**src/hdl/wov_pkg.sv**
```systemverilog
`timescale 1ns / 1ps

package wov_pkg;

    // Fixed-point format: fraction bits of every Q value
    localparam int FRAC_BITS = 24;

    // Field widths
    localparam int COUNT_W = 32;
    localparam int IVAL_W  = 32;
    localparam int DPC_W   = 32;
    localparam int OUT_W   = 64;

    // |delta| * distance_per_count is below 2^63
    localparam int MAG_W = COUNT_W + DPC_W - 1;

    // Divider: dividend is the magnitude shifted left by FRAC_BITS
    localparam int DVD_W     = MAG_W + FRAC_BITS;
    localparam int DIV_CNT_W = $clog2(DVD_W + 1);

    // distance_per_count after reset
    localparam logic [DPC_W-1:0] DPC_RESET = DPC_W'(5147);

    localparam logic [OUT_W-1:0] SIGN_MIN = {1'b1, {(OUT_W-1){1'b0}}};
    localparam logic [OUT_W-1:0] SIGN_MAX = {1'b0, {(OUT_W-1){1'b1}}};

    // Divider result returned to the sequencer
    typedef struct packed {
        logic [OUT_W-1:0] quot;  // low 64 quotient bits
        logic             ovf;   // quotient reached 2^64
    } div_result_t;

endpackage

```
**src/hdl/wheel_odometer_velocity.sv**
```systemverilog
`timescale 1ns / 1ps

// Wheel odometer: step distance, speed and running total from encoder samples.
// Input beat (s_ channel): absolute encoder count and the sample interval.
// Output beat (m_ channel): step distance, speed, running total, saturation flag.
// Config channel (cfg_): writes distance_per_count; a write also clears the
// running total and primed flag; the next beat records its count, with zero step and speed.
// Sequence: accept, a multiply state, an accumulate state that starts the restoring
// divider, the divider steps (63 magnitude bits plus 24 fraction bits, one quotient
// bit per cycle), a done step, then the output load. The next input beat is taken
// after the output load at the earliest. A priming beat goes from accept straight to
// the output load, and a zero interval skips the divider. One item is in flight at a
// time; s_tready and cfg_ready are high only while the sequencer is idle, and a
// pending config write holds s_tready low.
// The result sits in an output register; a new input beat is taken while it
// waits, but the next result is held back until m_tready takes the previous one.
// Reset (aresetn low, synchronous) sets distance_per_count to 5147, clears
// the previous count, primed flag and total, and drops m_tvalid.
module wheel_odometer_velocity (
    input  logic          aclk,
    input  logic          aresetn,
    // input channel
    input  logic          s_tvalid,
    output logic          s_tready,
    input  logic [63:0]   s_tdata,   // [31:0] encoder_count, [63:32] interval
    // result channel
    output logic          m_tvalid,
    input  logic          m_tready,
    output logic [191:0]  m_tdata,   // [63:0] step_distance, [127:64] speed,
                                     // [191:128] total_distance
    output logic [0:0]    m_tuser,   // [0] saturated
    // configuration
    input  logic          cfg_valid,
    output logic          cfg_ready,
    input  logic [31:0]   cfg_data   // distance_per_count
);

    typedef enum logic [2:0] {
        ST_IDLE,
        ST_MUL,
        ST_ADD,
        ST_DIV,
        ST_OUT
    } state_t;

    localparam int OW = wov_pkg::OUT_W;

    state_t                          state_reg;
    logic [wov_pkg::DPC_W-1:0]       dpc_reg;
    logic [wov_pkg::COUNT_W-1:0]     prev_reg;
    logic                            primed_reg;
    logic [OW-1:0]                   total_reg;
    logic [wov_pkg::IVAL_W-1:0]      iv_reg;
    logic [wov_pkg::COUNT_W-1:0]     absd_reg;
    logic                            neg_reg;
    logic [wov_pkg::MAG_W-1:0]       mag_reg;
    logic [OW-1:0]                   dist_reg;
    logic [OW-1:0]                   speed_reg;
    logic [OW-1:0]                   res_total_reg;
    logic                            sat_reg;
    logic                            m_tvalid_reg;
    logic [191:0]                    m_tdata_reg;
    logic [0:0]                      m_tuser_reg;

    logic [wov_pkg::COUNT_W-1:0]     in_count;
    logic [wov_pkg::IVAL_W-1:0]      in_ival;
    logic [wov_pkg::COUNT_W-1:0]     delta;
    logic [wov_pkg::COUNT_W-1:0]     absd_next;
    logic [2*wov_pkg::DPC_W-1:0]     product;
    logic [OW-1:0]                   mag_ext;
    logic [OW-1:0]                   dist_next;
    logic [OW-1:0]                   sum;
    logic                            total_ovf;
    logic [OW-1:0]                   lim;
    logic                            speed_sat;
    logic [OW-1:0]                   q_sel;
    logic                            s_accept;
    logic                            cfg_accept;
    logic                            div_start;
    logic                            div_done;
    logic                            out_load;
    wov_pkg::div_result_t            div_res;

    assign in_count   = s_tdata[31:0];
    assign in_ival    = s_tdata[63:32];
    assign s_tready   = (state_reg == ST_IDLE) && !cfg_valid;
    assign cfg_ready  = (state_reg == ST_IDLE);
    assign s_accept   = s_tvalid && s_tready;
    assign cfg_accept = cfg_valid && cfg_ready;
    assign div_start  = (state_reg == ST_ADD) && (iv_reg != '0);
    assign out_load   = (state_reg == ST_OUT) && (!m_tvalid_reg || m_tready);

    // Count difference and magnitude
    always_comb begin
        delta     = in_count - prev_reg;
        absd_next = delta[wov_pkg::COUNT_W-1] ? (wov_pkg::COUNT_W'(0) - delta) : delta;
        product   = absd_reg * dpc_reg;
    end

    // Signed distance and saturating accumulate
    always_comb begin
        mag_ext   = OW'(mag_reg);
        dist_next = neg_reg ? (OW'(0) - mag_ext) : mag_ext;
        sum       = total_reg + dist_next;
        total_ovf = !(total_reg[OW-1] ^ dist_next[OW-1]) && (sum[OW-1] ^ dist_next[OW-1]);
    end

    // Speed saturation
    always_comb begin
        lim       = neg_reg ? wov_pkg::SIGN_MIN : wov_pkg::SIGN_MAX;
        speed_sat = div_res.ovf || (div_res.quot > lim);
        q_sel     = speed_sat ? lim : div_res.quot;
    end

    wov_div u_div (
        .aclk     (aclk),
        .aresetn  (aresetn),
        .start    (div_start),
        .dividend (mag_reg),
        .divisor  (iv_reg),
        .done     (div_done),
        .result   (div_res)
    );

    // Sequencer, state and output register
    always_ff @(posedge aclk) begin
        if (!aresetn) begin
            state_reg    <= ST_IDLE;
            dpc_reg      <= wov_pkg::DPC_RESET;
            prev_reg     <= '0;
            primed_reg   <= 1'b0;
            total_reg    <= '0;
            m_tvalid_reg <= 1'b0;
        end else begin
            // result valid: set on load, cleared when taken
            if (out_load) begin
                m_tvalid_reg <= 1'b1;
            end else if (m_tready) begin
                m_tvalid_reg <= 1'b0;
            end
            unique case (state_reg)
                ST_IDLE: begin
                    if (cfg_accept) begin
                        dpc_reg    <= cfg_data;
                        prev_reg   <= '0;
                        primed_reg <= 1'b0;
                        total_reg  <= '0;
                    end else if (s_accept) begin
                        prev_reg <= in_count;
                        iv_reg   <= in_ival;
                        if (!primed_reg) begin
                            primed_reg    <= 1'b1;
                            dist_reg      <= '0;
                            speed_reg     <= '0;
                            res_total_reg <= total_reg;
                            sat_reg       <= 1'b0;
                            state_reg     <= ST_OUT;
                        end else begin
                            absd_reg  <= absd_next;
                            neg_reg   <= delta[wov_pkg::COUNT_W-1];
                            state_reg <= ST_MUL;
                        end
                    end
                end
                ST_MUL: begin
                    mag_reg   <= product[wov_pkg::MAG_W-1:0];
                    state_reg <= ST_ADD;
                end
                ST_ADD: begin
                    dist_reg <= dist_next;
                    if (total_ovf) begin
                        total_reg     <= neg_reg ? wov_pkg::SIGN_MIN : wov_pkg::SIGN_MAX;
                        res_total_reg <= neg_reg ? wov_pkg::SIGN_MIN : wov_pkg::SIGN_MAX;
                    end else begin
                        total_reg     <= sum;
                        res_total_reg <= sum;
                    end
                    sat_reg <= total_ovf;
                    if (iv_reg != '0) begin
                        state_reg <= ST_DIV;
                    end else begin
                        speed_reg <= '0;
                        state_reg <= ST_OUT;
                    end
                end
                ST_DIV: begin
                    if (div_done) begin
                        speed_reg <= neg_reg ? (OW'(0) - q_sel) : q_sel;
                        sat_reg   <= sat_reg | speed_sat;
                        state_reg <= ST_OUT;
                    end
                end
                ST_OUT: begin
                    if (out_load) begin
                        m_tdata_reg  <= {res_total_reg, speed_reg, dist_reg};
                        m_tuser_reg  <= sat_reg;
                        state_reg    <= ST_IDLE;
                    end
                end
                default: begin
                    state_reg <= ST_IDLE;
                end
            endcase
        end
    end

    assign m_tvalid = m_tvalid_reg;
    assign m_tdata  = m_tdata_reg;
    assign m_tuser  = m_tuser_reg;

endmodule

```
**src/hdl/wov_div.sv**
```systemverilog
`timescale 1ns / 1ps

// Restoring divider, one quotient bit per cycle.
// Divides {dividend, FRAC_BITS zeros} by a nonzero divisor.
module wov_div (
    input  logic                                aclk,
    input  logic                                aresetn,
    input  logic                                start,
    input  logic [wov_pkg::MAG_W-1:0]           dividend,
    input  logic [wov_pkg::IVAL_W-1:0]          divisor,
    output logic                                done,
    output wov_pkg::div_result_t                result
);

    logic                             busy_reg;
    logic                             done_reg;
    logic [wov_pkg::DIV_CNT_W-1:0]    cnt_reg;
    logic [wov_pkg::DVD_W-1:0]        dvd_reg;
    logic [wov_pkg::IVAL_W-1:0]       div_reg;
    logic [wov_pkg::IVAL_W-1:0]       rem_reg;
    logic [wov_pkg::OUT_W-1:0]        quot_reg;
    logic                             ovf_reg;

    logic [wov_pkg::IVAL_W:0]         trial;
    logic [wov_pkg::IVAL_W:0]         diff;
    logic                             ge;
    logic [wov_pkg::IVAL_W-1:0]       rem_next;

    // Trial subtract of the partial remainder
    always_comb begin
        trial    = {rem_reg, dvd_reg[wov_pkg::DVD_W-1]};
        diff     = trial - {1'b0, div_reg};
        ge       = (trial >= {1'b0, div_reg});
        rem_next = ge ? diff[wov_pkg::IVAL_W-1:0] : trial[wov_pkg::IVAL_W-1:0];
    end

    // Step counter and datapath
    always_ff @(posedge aclk) begin
        if (!aresetn) begin
            busy_reg <= 1'b0;
            done_reg <= 1'b0;
        end else begin
            done_reg <= 1'b0;
            if (start) begin
                busy_reg <= 1'b1;
                cnt_reg  <= wov_pkg::DIV_CNT_W'(wov_pkg::DVD_W);
                dvd_reg  <= {dividend, {wov_pkg::FRAC_BITS{1'b0}}};
                div_reg  <= divisor;
                rem_reg  <= '0;
                quot_reg <= '0;
                ovf_reg  <= 1'b0;
            end else if (busy_reg) begin
                dvd_reg  <= {dvd_reg[wov_pkg::DVD_W-2:0], 1'b0};
                rem_reg  <= rem_next;
                quot_reg <= {quot_reg[wov_pkg::OUT_W-2:0], ge};
                // a set bit pushed out of the top means quotient >= 2^64
                ovf_reg  <= ovf_reg | quot_reg[wov_pkg::OUT_W-1];
                cnt_reg  <= cnt_reg - wov_pkg::DIV_CNT_W'(1);
                if (cnt_reg == wov_pkg::DIV_CNT_W'(1)) begin
                    busy_reg <= 1'b0;
                    done_reg <= 1'b1;
                end
            end
        end
    end

    assign done        = done_reg;
    assign result.quot = quot_reg;
    assign result.ovf  = ovf_reg;

endmodule

```
**config.mk**
```make
export PLATFORM = sky130hd
export DESIGN_NAME = wheel_odometer_velocity
export DESIGN_NICKNAME = d
export VERILOG_FILES = /design/src/hdl/wov_pkg.sv /design/src/hdl/wheel_odometer_velocity.sv /design/src/hdl/wov_div.sv
export SDC_FILE = /design/constraint.sdc
export NUM_CORES = 2
export LEC_CHECK = 0
export ABC_AREA = 1
export CELL_PAD_IN_SITES_DETAIL_PLACEMENT = 1
export CELL_PAD_IN_SITES_GLOBAL_PLACEMENT = 1
export CORE_MARGIN = 1
export CORE_UTILIZATION = 33
export DETAILED_ROUTE_END_ITERATION = 7
export DONT_BUFFER_PORTS = 1
export GPL_TIMING_DRIVEN = 0
export PLACE_DENSITY_LB_ADDON = 0.2
export SLEW_MARGIN = 10
export SYNTH_ARGS = -nofsm -noshare
export SYNTH_HDL_FRONTEND = slang
export SYNTH_SLANG_ARGS = --single-unit
```
**constraint.sdc**
```tcl
create_clock -name aclk -period 27.3 [get_ports aclk]
set_clock_uncertainty 0.1 [all_clocks]
set_input_delay 5.46 -clock aclk [delete_from_list [all_inputs] [get_ports aclk]]
set_output_delay 5.46 -clock aclk [all_outputs]
set_load 0.02 [all_outputs]
```
== Word-level counts from Yosys, hierarchy flattened ==
Index checks and enable logic that the tools add are counted.

* Output and inout port bits: 196
* Register bits: 871
* Word-level logic and storage cells: 135

* Add/sub/neg operators: 7
* $lt $le $gt $ge: 2
* Eq/ne operators: 12
* Multiply operators: 1
* Reduce and logical (&&, ||, !) cells: 32
* Mux-type cells: 48
* Bitwise gates (word level): 7

{| class="wikitable"
|+ Operators with widths
! operator !! number
|-
| $mux 64 || 15
|-
| $pmux 64 s2 || 3
|-
| $pmux 64 s3 || 1
|-
| $mux 87 || 2
|-
| $mux 32 || 4
|-
| $add 64x64->64 || 1
|-
| $gt 64x64->1 || 1
|-
| $sub 1x63->64 const A || 1
|-
| $sub 1x64->64 const A || 1
|-
| $sub 32x32->32 || 2
|-
| $mul 32x32->63 || 1
|-
| $ge 33x32->1 || 1
|-
| $reduce_bool 32->1 || 1
|-
| $sub 1x32->32 const A || 1
|-
| $mux 31 || 1
|-
| $mux 3 || 6
|-
| $pmux 3 s5 || 1
|-
| $mux 1 || 13
|-
| $reduce_and 2->1 || 6
|-
| $reduce_and 5->1 || 2
|-
| $ne 2x2->1 const B || 4
|-
| $reduce_and 4->1 || 2
|-
| $reduce_bool 2->1 || 4
|-
| $eq 7x1->1 const B || 1
|-
| 19 further kinds || 34
|}

== Logic depth before layout (Yosys ltp) ==
* Depth in word-level cells: 8
* Depth in mapped cells: 37
* Depth with buffers taken out: 35

== Hierarchy ==
From an unflattened synthesis, not the netlist that was laid out.

* Cell total of the unflattened synthesis: 9779
* Area, all modules: 80507.2 um^2

{| class="wikitable"
|+ Modules (own cells, without submodules)
! module !! cells each !! area each (um^2) !! seq. area each (um^2) !! instances
|-
| wheel_odometer_velocity || 8473 || 69437.8 || 18097.4 || 1
|-
| wov_div || 1306 || 11069.4 || 6015.8 || 1
|}

== Worst setup path before layout ==
OpenSTA, ideal clock, no wires.

* Kind: in2reg
* From: input aresetn
* To: register m_tdata_reg[0] (netlist: m_tdata[0]) (enable)
* Slack: 7210 ps
* Cell stages on the path: 4
* Arrival time: 19007 ps
* Setup time: 983 ps
* Path buffers: 2
* Path through: clkbuf_1 inv_2 clkbuf_1 nor3_1

* Longest elaborated chain between the ends: 1

{| class="wikitable"
|+ RTL lines
! element !! line !! source
|-
| from (decl) || wheel_odometer_velocity.sv:21 || <nowiki>input logic aresetn,</nowiki>
|-
| $reduce_and 3->1 (no line) || -- ||
|-
| to (signal assigned) || wheel_odometer_velocity.sv:195 || <nowiki>m_tdata_reg <= {res_total_reg, speed_reg, dist_reg};</nowiki>
|-
| to (decl) || wheel_odometer_velocity.sv:62 || <nowiki>logic [191:0] m_tdata_reg;</nowiki>
|}

No other way between the ends.
A chain may end at the register's enable or synchronous reset.

== Worst setup path in the final report ==
* From: input cfg_valid
* To: output s_tready

* Longest elaborated chain between the ends: 2

{| class="wikitable"
|+ RTL lines
! element !! line !! source
|-
| from (decl) || wheel_odometer_velocity.sv:33 || <nowiki>input logic cfg_valid,</nowiki>
|-
| $logic_not 1->1 || wheel_odometer_velocity.sv:86 || <nowiki>assign s_tready = (state_reg == ST_IDLE) && !cfg_valid;</nowiki>
|-
| $logic_and 1x1->1 || wheel_odometer_velocity.sv:86 ||
|-
| to (decl) || wheel_odometer_velocity.sv:24 || <nowiki>output logic s_tready,</nowiki>
|}

No other way between the ends.

==> key figures <==
Run status
  • Result of the run: completed

Die
  • Starting density of the core: 0.3330
  • Cell Rows: 178
  • Area of the placeable core: 236100 um^2
  • Die boundary height: 490.1 um
  • Die extent in x: 490.1 um
  • Top-level I/O count: 297
  • Area enclosed by the die boundary: 240200 um^2

Global route
  • Number of antenna violations at the first check in global routing: 18
  • Via count of the first global-routing pass: 68010
  • Total Routing Usage GR: 0.2614
  • Wire length of the first global-routing pass: 461800 um
  • Pin count of the biggest net entering global routing: 38
  • Final global-route overflow total: 0

Logic synthesis
  • Register area share after synthesis: 0.3067
  • Proportion of synthesized area in mux cells: 0
  • Share of flip-flops with an asynchronous set or reset after synthesis: 0
  • Main area contributors after synthesis: sky130_fd_sc_hd__edfxtp_1, sky130_fd_sc_hd__fa_1, sky130_fd_sc_hd__nand2_1
  • Primary flip-flop cell chosen by synthesis mapping: sky130_fd_sc_hd__edfxtp_1
  • EDFF count, synth: 713
  • Cell count after synthesis: 9263
  • Synth top area share: 0.2723
  • Share of synthesized cell area in and, or, nand and nor gates: 0.1750
  • Net Count, Synth: 10710
  • Fraction of the mapped netlist area in adder cells: 0.3006
  • Count of state elements after synthesis: 848
  • Most used standard cells in the synthesized netlist: sky130_fd_sc_hd__nand2_1, sky130_fd_sc_hd__inv_1, sky130_fd_sc_hd__fa_1
  • Compound-Gate Fraction of Synth Area: 0.07088
  • Synth cell types: 67
  • Synth Cell Area: 78620 um^2
  • Largest family of logic cells by synthesized area: adder cells
  • Average cell area after synthesis: 8.488 um^2
  • Total of warnings raised by yosys: 0
  • XOR/XNOR share of the synthesized area: 0.02661
  • Yosys top cell by area: sky130_fd_sc_hd__edfxtp_1
  • Most frequently used cell type in the post-synthesis netlist: sky130_fd_sc_hd__nand2_1

Worst setup path
  • Worst-path maximum fanout: 3
  • Required time of the critical path: 21.74 ns
  • Critical Path Source: cfg_valid
  • Number of cells on the critical path: 1
  • R2r endpoint: mag_reg[59]
  • Critical path buffer and inverter count: 0
  • Dominant delay contributor by cell family on the critical path: simple AND/OR/NAND/NOR gates
  • Start-to-end type of the worst setup path: in -> out
  • Arrival time at the worst endpoint: 6.08 ns
  • Critical Path End Type: output port
  • Slowest-stage cell, CP: sky130_fd_sc_hd__nor2_1
  • Crit path largest cell delay: 0.62 ns
  • Origin of the critical flop-to-flop path: dpc_reg[5]
  • Worst Reg-to-Reg Cells: 25
  • Worst Setup Start Kind: primary input
  • Cell-by-cell listing of the critical path: nor2_1
  • Setup slack of the most critical reg-to-reg path: 17.76 ns

Hold path
  • Hold Path End: m_tdata[178]
  • Worst hold start: res_total_reg[50]
  • Worst hold path class: reg -> reg
  • Cells on Worst Hold Path: 0

Place
  • Standard cell area after detailed placement: 83340 um^2
  • Placed cell count: 12480
  • Estimated wirelength of the detail-placed design: 266000 um
  • Routability-driven placement congestion ratio: 0.9944
  • IO buf count: 0

CTS
  • Register clock-pin slew on the reported worst setup and hold paths: 0.06 ns
  • Post-CTS repair timing setup buffer count: 0
  • Clock tree from TritonCTS: done
  • Number of buffers created by CTS: 100
  • Number of H-tree levels: 3
  • Hold Buf Count CTS: 0
  • # resized after CTS: 0
  • Maximum buffer depth of the clock tree: 3
  • Root buffer selected by CTS: sky130_fd_sc_hd__clkbuf_16
  • Worst-Skew Late Latency: 0.78 ns
  • Total clock sinks: 848

Power
  • IR drop worst, VDD: 0.2938 mV
  • Leakage power of the design: 42.58 nW
  • Cell area power density: 136.6 nW/um^2
  • Power after layout: 11.86 mW

Timing
  • Top achievable clock speed: 85.89 MHz
  • Worst hold slack across all endpoints: 0.2996 ns
  • Count of endpoints failing setup in the final report: 0
  • Min Clock Period, post-route: 11.64 ns
  • Worst slew slack as a fraction of its limit: 0.1140
  • Unrepaired setup endpoints after global routing: no
  • Final Cycle Share: 0.4265
  • Final slew viol count: 0
  • Final hold vios: 0
  • Least-Margin Pin Slew: 1.329 ns

Layout
  • Fin cells: 12670
  • Number of fill cells: 28130
  • Area added between synthesis and finish: 10.46%
  • Final Net Count: 10880
  • Largest register FFs: 192
  • Post-layout util: 0.3679
  • Share of cells above drive strength 1: 0.03878
  • Cell area after layout: 86850 um^2

Detailed routing
  • Drt pass-1 iters: 5
  • Via total after detailed routing: 63350
  • Post-Route WL: 315500 um
  • Wire per inst: 24.90 um
  • Via density per instance: 4.999
  • Number of nets with antenna violations after routing: 0
  • DRC violation total after the first TritonRoute iteration: 4284
  • Post-route DRC: 0

Run
  • MaxCap Viol Count: 0
-- cell type report --
class	instances	area, um^2	area share
Clock buffer	116	2603	0.02997
Timing Repair Buffer	64	724.4	0.008341
Sequential cell	848	24110	0.2776
Inverter	2118	7950	0.09154
Tap cell	3150	3941	0.04538
Clock inverter	73	879.6	0.01013
Multi-Input combinational cell	5921	45100	0.5193
Buffer	376	1518	0.01747
Antenna cell	7	17.52	0.0002017
-- worst max-delay path by stage --
stage	endpoint	slack (ns)
CTS	s_tready	15.65
global route	s_tready	15.69
floorplan	m_tdata[0]	7.21
detailed placement	s_tready	15.65
finish	s_tready	15.66
global placement	m_tdata[55]	-0.53
-- power breakdown --
group / total, mW / switching (mW) / internal [mW]
Combinational: 8.57 / 5.71 / 2.85
Sequential: 1.88 / 0.0561 / 1.82
Clock: 1.42 / 0.608 / 0.811
Total: 11.9 / 6.38 / 5.48
-- cell families (layout without fill, tap and decap cells) --
logic type	after synthesis	after routing
and+or+nand+nor	3355	3355
AOI/OAI and AO/OA	978	978
DFF	848	848
adders and majority gates	1350	1350
other	0	7
buffers and inverters	2494	2747
xor gates and xnor gates	238	238
-- cell usage in the layout (no fill, tap or decap), drive strengths merged, types with 10 or more instances in the layout --
cell type     n
inv        2132
nor4         36
a21o         26
o21ai       286
edfxtp      713
nand3       355
nor3         69
clkinv       41
o31ai        12
buf         119
o221ai       10
fa          898
nor2        621
nand3b       11
clkbuf      437
and2         10
bufinv       12
a31oi        61
or2          10
nand2      2177
nand4        57
a21oi       454
ha          452
a32o         31
o21a         30
xnor2        87
o211ai       14
a21boi       14
o21bai       17
dfxtp       135
xor2        151
-- per-layer routing --
layer | track usage | part of all wire | vias to the layer above
met2 | 0.4460 | 0.48 | 1604
met3 | 0.03120 | 0.048 | 436
met5 | 0 | 0.000079 | -
met4 | 0.08918 | 0.037 | 4
met1 | 0.3415 | 0.43 | 32410
li1 | - | - | 28890
-- worst register-to-register path, stage by stage, from the launching register on --
cell                       delay (ns)
sky130_fd_sc_hd__dfxtp_1         0.31
sky130_fd_sc_hd__clkbuf_1        0.75
sky130_fd_sc_hd__clkbuf_1        0.94
sky130_fd_sc_hd__nand2_1         0.22
sky130_fd_sc_hd__fa_1            0.59
sky130_fd_sc_hd__inv_1           0.06
sky130_fd_sc_hd__fa_1            0.49
sky130_fd_sc_hd__fa_1            0.52
sky130_fd_sc_hd__inv_1           0.05
sky130_fd_sc_hd__fa_1            0.48
sky130_fd_sc_hd__inv_1           0.07
sky130_fd_sc_hd__fa_1            0.50
sky130_fd_sc_hd__fa_1            0.53
sky130_fd_sc_hd__fa_1            0.51
sky130_fd_sc_hd__inv_1           0.06
sky130_fd_sc_hd__fa_1            0.65
sky130_fd_sc_hd__inv_1           0.10
sky130_fd_sc_hd__ha_1            0.40
sky130_fd_sc_hd__nand2_1         0.11
sky130_fd_sc_hd__nor2_1          0.17
sky130_fd_sc_hd__inv_1           0.08
sky130_fd_sc_hd__o21ai_0         0.23
sky130_fd_sc_hd__a21oi_1         0.11
sky130_fd_sc_hd__o311ai_0        0.91
sky130_fd_sc_hd__a21oi_1         0.21
sky130_fd_sc_hd__xnor2_1         0.18
-- stage by stage --
step / worst slack [ns] / TNS [ns]
final: 15.66 / 0
after global routing: 15.69 / 0
after CTS: 15.65 / 0
after detailed placement: 15.65 / 0
after global placement: -0.5263 / -88.87
after floorplan: 7.210 / 0
No activity file was read; power rests on OpenSTA's default activity.
